===== src/sv/rsslk_pkg.sv =====
package rsslk_pkg;

  localparam int KNOT_DEPTH = 512;
  localparam int KNOT_AW    = $clog2(KNOT_DEPTH);
  localparam int CNT_W      = KNOT_AW + 1;
  localparam int KNOT_W     = 33;          // {prob, loss}

  localparam int IN_TDATA_W  = 112;
  localparam int OUT_TDATA_W = 72;

  localparam int SQ_W       = 34;          // squared distance
  localparam int MANT_W     = 31;          // Q1.30 mantissa
  localparam int FRAC_STEPS = 16;
  localparam int DIVD_W     = 35;
  localparam int DIVQ_W     = 17;

  localparam int QDEPTH = 2;
  localparam int QAW    = $clog2(QDEPTH);

  localparam int CFG_IDX_W = 3;

  localparam logic [16:0]        ONE_Q16          = 17'd65536;
  localparam logic signed [18:0] LOG_COEF         = 19'sd197283;
  localparam logic signed [16:0] RSS_OFFSET_RESET = 17'sd37773;
  localparam logic [9:0]         KNOT_COUNT_RESET = 10'd300;

  typedef enum logic [CFG_IDX_W-1:0] {
    REG_RSS_OFFSET = 3'd0,
    REG_HIGH_THR   = 3'd1,
    REG_LOW_THR    = 3'd2,
    REG_KNOT_COUNT = 3'd3
  } reg_idx_t;

  typedef enum logic {
    FUNC_LOAD = 1'b0,
    FUNC_EVAL = 1'b1
  } func_t;

  typedef struct packed {
    func_t              func;
    logic [8:0]         knot_index;
    logic [15:0]        knot_loss;
    logic [16:0]        knot_prob;
    logic signed [16:0] dx;
    logic signed [16:0] dy;
  } cmd_t;

  typedef struct packed {
    logic signed [16:0] rss_offset;
    logic signed [15:0] high_thr;
    logic signed [15:0] low_thr;
    logic [9:0]         knot_count;
  } cfg_t;

  typedef struct packed {
    logic signed [16:0] rss_level;
    logic [16:0]        prob_low;
    logic [16:0]        prob_mid;
    logic [16:0]        prob_high;
  } res_t;

  function automatic logic [16:0] clamp_prob(input logic [16:0] p);
    clamp_prob = (p > ONE_Q16) ? ONE_Q16 : p;
  endfunction

endpackage


===== src/sv/rsslk_front.sv =====
module rsslk_front (
  input  logic                                 clk,
  input  logic                                 rst,
  input  logic                                 s_tvalid,
  output logic                                 s_tready,
  input  logic [rsslk_pkg::IN_TDATA_W-1:0]     s_tdata,
  input  logic [0:0]                           s_tuser,
  output rsslk_pkg::cmd_t                      q_cmd,
  output logic                                 q_valid,
  input  logic                                 q_pop
);
  import rsslk_pkg::*;

  cmd_t               entries [QDEPTH];
  logic [QAW-1:0]     wr_ptr;
  logic [QAW-1:0]     rd_ptr;
  logic [QAW:0]       count;
  logic               push;
  cmd_t               in_cmd;
  logic signed [15:0] sx, sy, ax, ay;

  // unpack and form the coordinate differences up front
  always_comb begin
    sx = $signed(s_tdata[57:42]);
    sy = $signed(s_tdata[73:58]);
    ax = $signed(s_tdata[89:74]);
    ay = $signed(s_tdata[105:90]);
    in_cmd.func       = func_t'(s_tuser[0]);
    in_cmd.knot_index = s_tdata[8:0];
    in_cmd.knot_loss  = s_tdata[24:9];
    in_cmd.knot_prob  = s_tdata[41:25];
    in_cmd.dx         = {sx[15], sx} - {ax[15], ax};
    in_cmd.dy         = {sy[15], sy} - {ay[15], ay};
  end

  assign s_tready = (count != (QAW+1)'(QDEPTH));
  assign push     = s_tvalid && s_tready;
  assign q_valid  = (count != '0);
  assign q_cmd    = entries[rd_ptr];

  always_ff @(posedge clk) begin
    if (rst) begin
      wr_ptr <= '0;
      rd_ptr <= '0;
      count  <= '0;
    end else begin
      if (push) begin
        wr_ptr <= wr_ptr + 1'b1;
      end
      if (q_pop) begin
        rd_ptr <= rd_ptr + 1'b1;
      end
      count <= count + (QAW+1)'(push) - (QAW+1)'(q_pop);
    end
  end

  always_ff @(posedge clk) begin
    if (push) begin
      entries[wr_ptr] <= in_cmd;
    end
  end

endmodule


===== config.mk =====
export PLATFORM = sky130hd
export DESIGN_NAME = rsslk_front
export DESIGN_NICKNAME = d
export VERILOG_FILES = /design/src/sv/rsslk_pkg.sv /design/src/sv/rsslk_front.sv
export SDC_FILE = /design/constraint.sdc
export NUM_CORES = 1
export LEC_CHECK = 0
export ABC_AREA = 1
export ABC_CLOCK_PERIOD_IN_PS = 13500
export BUFFER_PORTS_ARGS = -buffer_cell sky130_fd_sc_hd__buf_2
export CELL_PAD_IN_SITES_DETAIL_PLACEMENT = 0
export CELL_PAD_IN_SITES_GLOBAL_PLACEMENT = 1
export CORE_MARGIN = 4
export CORE_UTILIZATION = 25
export CTS_CLUSTER_SIZE = 16
export DETAILED_ROUTE_END_ITERATION = 10
export PLACE_DENSITY_LB_ADDON = 0.2
export SETUP_SLACK_MARGIN = 0.02
export SLEW_MARGIN = 20
export SYNTH_ARGS = -nofsm -noshare
export SYNTH_HDL_FRONTEND = slang
export SYNTH_SLANG_ARGS = --single-unit

===== constraint.sdc =====
create_clock -name clk -period 13.5 [get_ports clk]
set_input_delay 0 -clock clk [delete_from_list [all_inputs] [get_ports clk]]
set_output_delay 0 -clock clk [all_outputs]
set_load 0.005 [all_outputs]

# Word-level counts from Yosys, hierarchy flattened
# Memories as Yosys holds them, arrays and structs flattened. A register that Yosys moved wholly into a read port is not among the register bits.
# Cells that the tools add are included.
# word_totals
reg_bits	4
latchBits	0
ram_bits	154
mem_bits_ro	0
inputBits	117
output_inout_bits	79
word_cells	17
memories	1
# memory_table
name	depth	width	read_ports	rd_clocked_by_memory_dff	write_ports	line	rtl
entries	2	77	1	1	1	rsslk_front.sv:14	cmd_t entries [QDEPTH];
# classes
n_addsub	6
multipliers	0
div_mod_pow	0
n_lt_le_gt_ge	0
n_eq_ne	1
n_shift	0
n_mux	4
n_bitwise	0
n_reduce_logical	2
# op_table
cell	n
$sub A16 B16 Y17	2
$mux W1	4
$add A1 B1 Y1 const B	2
$add A2 B1 Y2	1
$ne A2 B2 Y1 const B	1
$reduce_bool A2 Y1	1
$sub A2 B1 Y2	1
$logic_and A1 B1 Y1	1

# Logic depth before layout (Yosys ltp)
# logic_depth
ltp_word	4
mapped_depth	12
mapped_depth_nobuf	12

# Worst setup path after synthesis
# OpenSTA, ideal clock, no wires.
# synth_timing
kind	reg-to-reg
startpoint	reg count[0]
endpoint	mem entries[1][0] in the netlist's numbering, enable pin
t_arrival_ns	3.798
required_ns	12.986
slack_ns	9.188
stages_incl_launch_ff	5
path_buffers	0
period_less_slack_ns	4.312
cell_sequence	dfxtp_1 -> inv_1 -> nand2_1 -> nand2_1 -> nor2_1
# synth_between
elab_chain_cells	4
# synth_rtl
item	line	rtl
start, declared	rsslk_front.sv:17	logic [QAW:0] count;
start signal, assigned	rsslk_front.sv:53	count <= count + (QAW+1)'(push) - (QAW+1)'(q_pop);
$ne A2 B2 Y1	rsslk_front.sv:36	assign s_tready = (count != (QAW+1)'(QDEPTH));
via s_tready	rsslk_front.sv:5	output logic s_tready,
$logic_and A1 B1 Y1	rsslk_front.sv:37	assign push = s_tvalid && s_tready;
$mux W1	rsslk_front.sv:58	if (push) begin
$mux W1 (not written as such)	rsslk_front.sv:59	entries[wr_ptr] <= in_cmd;
end, declared	rsslk_front.sv:14	
# The timed path passes the listed nets, and every way through them passes these cells.

# Worst setup path after layout
# layout_timing
startpoint	reg count[0]
endpoint	mem entries[1][27] in the netlist's numbering, enable pin
# layout_between
elab_chain_cells	4
# layout_rtl
item	line
$ne A2 B2 Y1	rsslk_front.sv:36
$logic_and A1 B1 Y1	rsslk_front.sv:37
$mux W1	rsslk_front.sv:58
$mux W1 (not written as such)	rsslk_front.sv:59
# No other way between the ends.

==> results.py <==
metrics = {
    "yosys": {
        "synth_top_family_by_area": "multiplexers",
        "ys_types": 19,
        "yosys.area_share.simple_pct": 12.2,
        "seq_area_frac_synth_pct": 59.2,
        "ys_top_cells_by_area": "edfxtp_1, nand2_1, mux2_2",
        "synthMuxAreaShare_pct": 12.3,
        "syn_avg_cell_area_um2": 11.4,
        "yosysWarnings": 0,
        "synth_compound_area_share_pct": 1.32,
        "synthAdderAreaFrac_pct": 5.83,
        "ys_seq_elements": 159,
        "synthXorXnorAreaFrac_pct": 1.76,
        "synth_top_area_cell": "edfxtp_1",
        "syn_inst": 699,
        "synth.top_cell.area_share_pct": 57.9,
        "syn_area_um2": 7980,
        "syn_nets": 852,
    },
    "global_routing": {
        "grt_pass1_vias": 5644,
        "grtUsageMet3_pct": 2.88,
        "grt_pass1_wl_um": 30300,
        "busiest_layer": "met2",
        "grt_start_max_net_pins": 53,
        "grt_use_met2_pct": 17.8,
        "antenna_found_initial": 1,
        "grt.overflow.total": 0,
        "use_met1_pct": 14.8,
        "grt_usage_pct": 10.9,
    },
    "floorplan": {
        "ios": 196,
        "die_y_um": 187,
        "coreArea_um2": 31600,
        "start_util_pct": 25.3,
        "die_area_um2": 34800,
        "rows": 65,
        "die_x_um": 187,
    },
    "outcome": {
        "status": "completed",
    },
    "drt": {
        "detail-route-antenna-nets": 0,
        "wl_per_cell_um": 13.8,
        "via_per_inst": 3.99,
        "vias": 5442,
        "drc": 0,
        "wl_um": 18900,
        "first_pass_iters": 4,
        "initialDrtViolationCount": 203,
    },
    "setup_path": {
        "critPathCaptureType": "flop",
        "path_class": "flop to flop",
        "crit_arrival_ns": 2.58,
        "crit_fanout": 52,
        "worstPathRequired_ns": 13.53,
        "worstSetupStartpointType": "flop",
    },
    "cells_and_area": {
        "fin_nets": 1103,
        "stdcell_count": 1365,
        "antenna_cells": 0,
        "fin_util_pct": 33.4,
        "seq_area_um2": 4730,
        "drive_above_1_share_pct": 31.5,
        "syn2layout_area_growth_pct": 31.9,
        "multi_input_area_um2": 2680,
        "num-fill-cells": 3293,
    },
    "cts": {
        "cts-root-buf": "clkbuf_16",
        "cts_tree": "done",
        "cts_buffers": 17,
        "ctsHtreeMaxLevel": 4,
        "postCtsSetupBuffers": 0,
        "cts.reportedPaths.clkPinSlew_ns": 0.07,
        "clock_path_buffers": 2,
        "insertion_delay_ns": 0.41,
        "cts.sinks": 159,
    },
    "sta": {
        "setup_violations": 0,
        "slew_headroom_pct": 38.2,
        "holdWs_ns": 0.0524,
        "min_period_ns": 2.54,
        "post-route-period-util_pct": 18.8,
        "worst_pin_slew_ns": 0.925,
        "fmax_mhz": 393,
        "finClkSkew_ns": 0.00838,
        "fin_tns_setup_ns": 0,
        "rsz0062_at_grt": "no",
        "maxSlewViolCount": 0,
        "final_hold_viol_count": 0,
    },
    "place": {
        "hpwl_um": 13700,
        "gp_congestion": 0.734,
        "port_buffers": 189,
        "dp_cells": 1284,
    },
    "power": {
        "leakagePower_nw": 4.86,
        "vdd_drop_max_mv": 0.0762,
        "power-per-cell-area_nw_per_um2": 136,
    },
    "flow_run": {
        "maxCapViolCount": 0,
    },
    "min_path": {
        "hp-class": "primary input to flop",
    },
}
[final cells by class]
class / instances / share of cell area [%]
clock buffer: 18 / 4.08
clock inverter: 14 / 2.12
inverter: 135 / 4.81
tap: 402 / 4.78
sequential: 159 / 44.9
multi-input combinational: 396 / 25.4
timing repair buffer: 241 / 13.9
[sequential cells by signal (all words and copies together) (netlist names), named ones only]
register  count
count         2
entries     154
rd_ptr        1
wr_ptr        1
[synth_stat cells, drive strengths merged]
master,n
or2,2
fa,2
buf,9
edfxtp,154
xor2,10
nor3b,1
nor2,20
mux2,77
dfxtp,5
nand3,22
xnor2,6
nor3,9
a21oi,21
inv,135
ha,34
nand2,192
[cell usage in the layout, fill, tap and decap left out, types with 3 or more instances in the layout]
cell	count
clkbuf_16	17
inv_6	5
xor2_1	10
buf_2	189
dlygate4sd3_1	49
edfxtp_1	154
a21oi_1	21
nor2_1	18
bufinv_16	4
nand3_1	22
xnor2_1	6
nand2_1	192
mux2_4	30
ha_1	34
buf_4	3
dfxtp_1	4
mux2_2	47
nor3_1	9
inv_1	135
[critical path, stage by stage (launching register included)]
cell,delay [ns]
dfxtp_1,0.34
inv_1,0.05
nand2_1,0.10
nand2_1,0.16
nor2_4,0.71
buf_4,0.77
[logic make-up after synthesis]
kind of cell	after synthesis
compound gates	21
flops	159
xor+xnor	16
buf+inv	144
simple gates	246
fa+ha+maj	36
mux	77
[worst paths after layout]
kind              cells past startpoint                start  slack (ns)                        to
setup / recovery                      5  count[0]$_SDFF_PP0_       10.96  entries[1][27]$_DFFE_PP_
hold / removal                        3          s_tdata[91]        0.05   entries[0][1]$_DFFE_PP_
setup reg to reg                      5  count[0]$_SDFF_PP0_       10.96  entries[1][27]$_DFFE_PP_
hold reg to reg                       2  rd_ptr$_SDFFE_PP0P_        0.53       rd_ptr$_SDFFE_PP0P_
[timing repair]
item                      4_1_cts  5_1_grt
resized for setup               0        0
hold endpoints to repair       95        0
hold buffers                   49        0
[report_power, final]
group	internal (mW)	switching (mW)
logic	0.124	0.149
clock network	0.317	0.213
registers	0.612	0.0142
[per-layer routing]
layer | share of wire [%] | wire length, µm
met1 | 50 | 9440
met2 | 45 | 8560
met3 | 4.1 | 770
met4 | 0.63 | 119
met5 | 0.069 | 13
[per-stage QoR]
step / total power, mW / worst slack (ns) / cell area, µm²
2_1_floorplan: 0.802 / 9.19 / 7980
3_3_place_gp: 0.904 / 10.86 / 9380
3_5_place_dp: 0.907 / 10.86 / 9380
4_1_cts: 1.46 / 10.84 / 10500
5_1_grt: 1.52 / 10.69 / 10500
6_report: 1.43 / 10.96 / 10500
(Power assumes the default switching activity.)
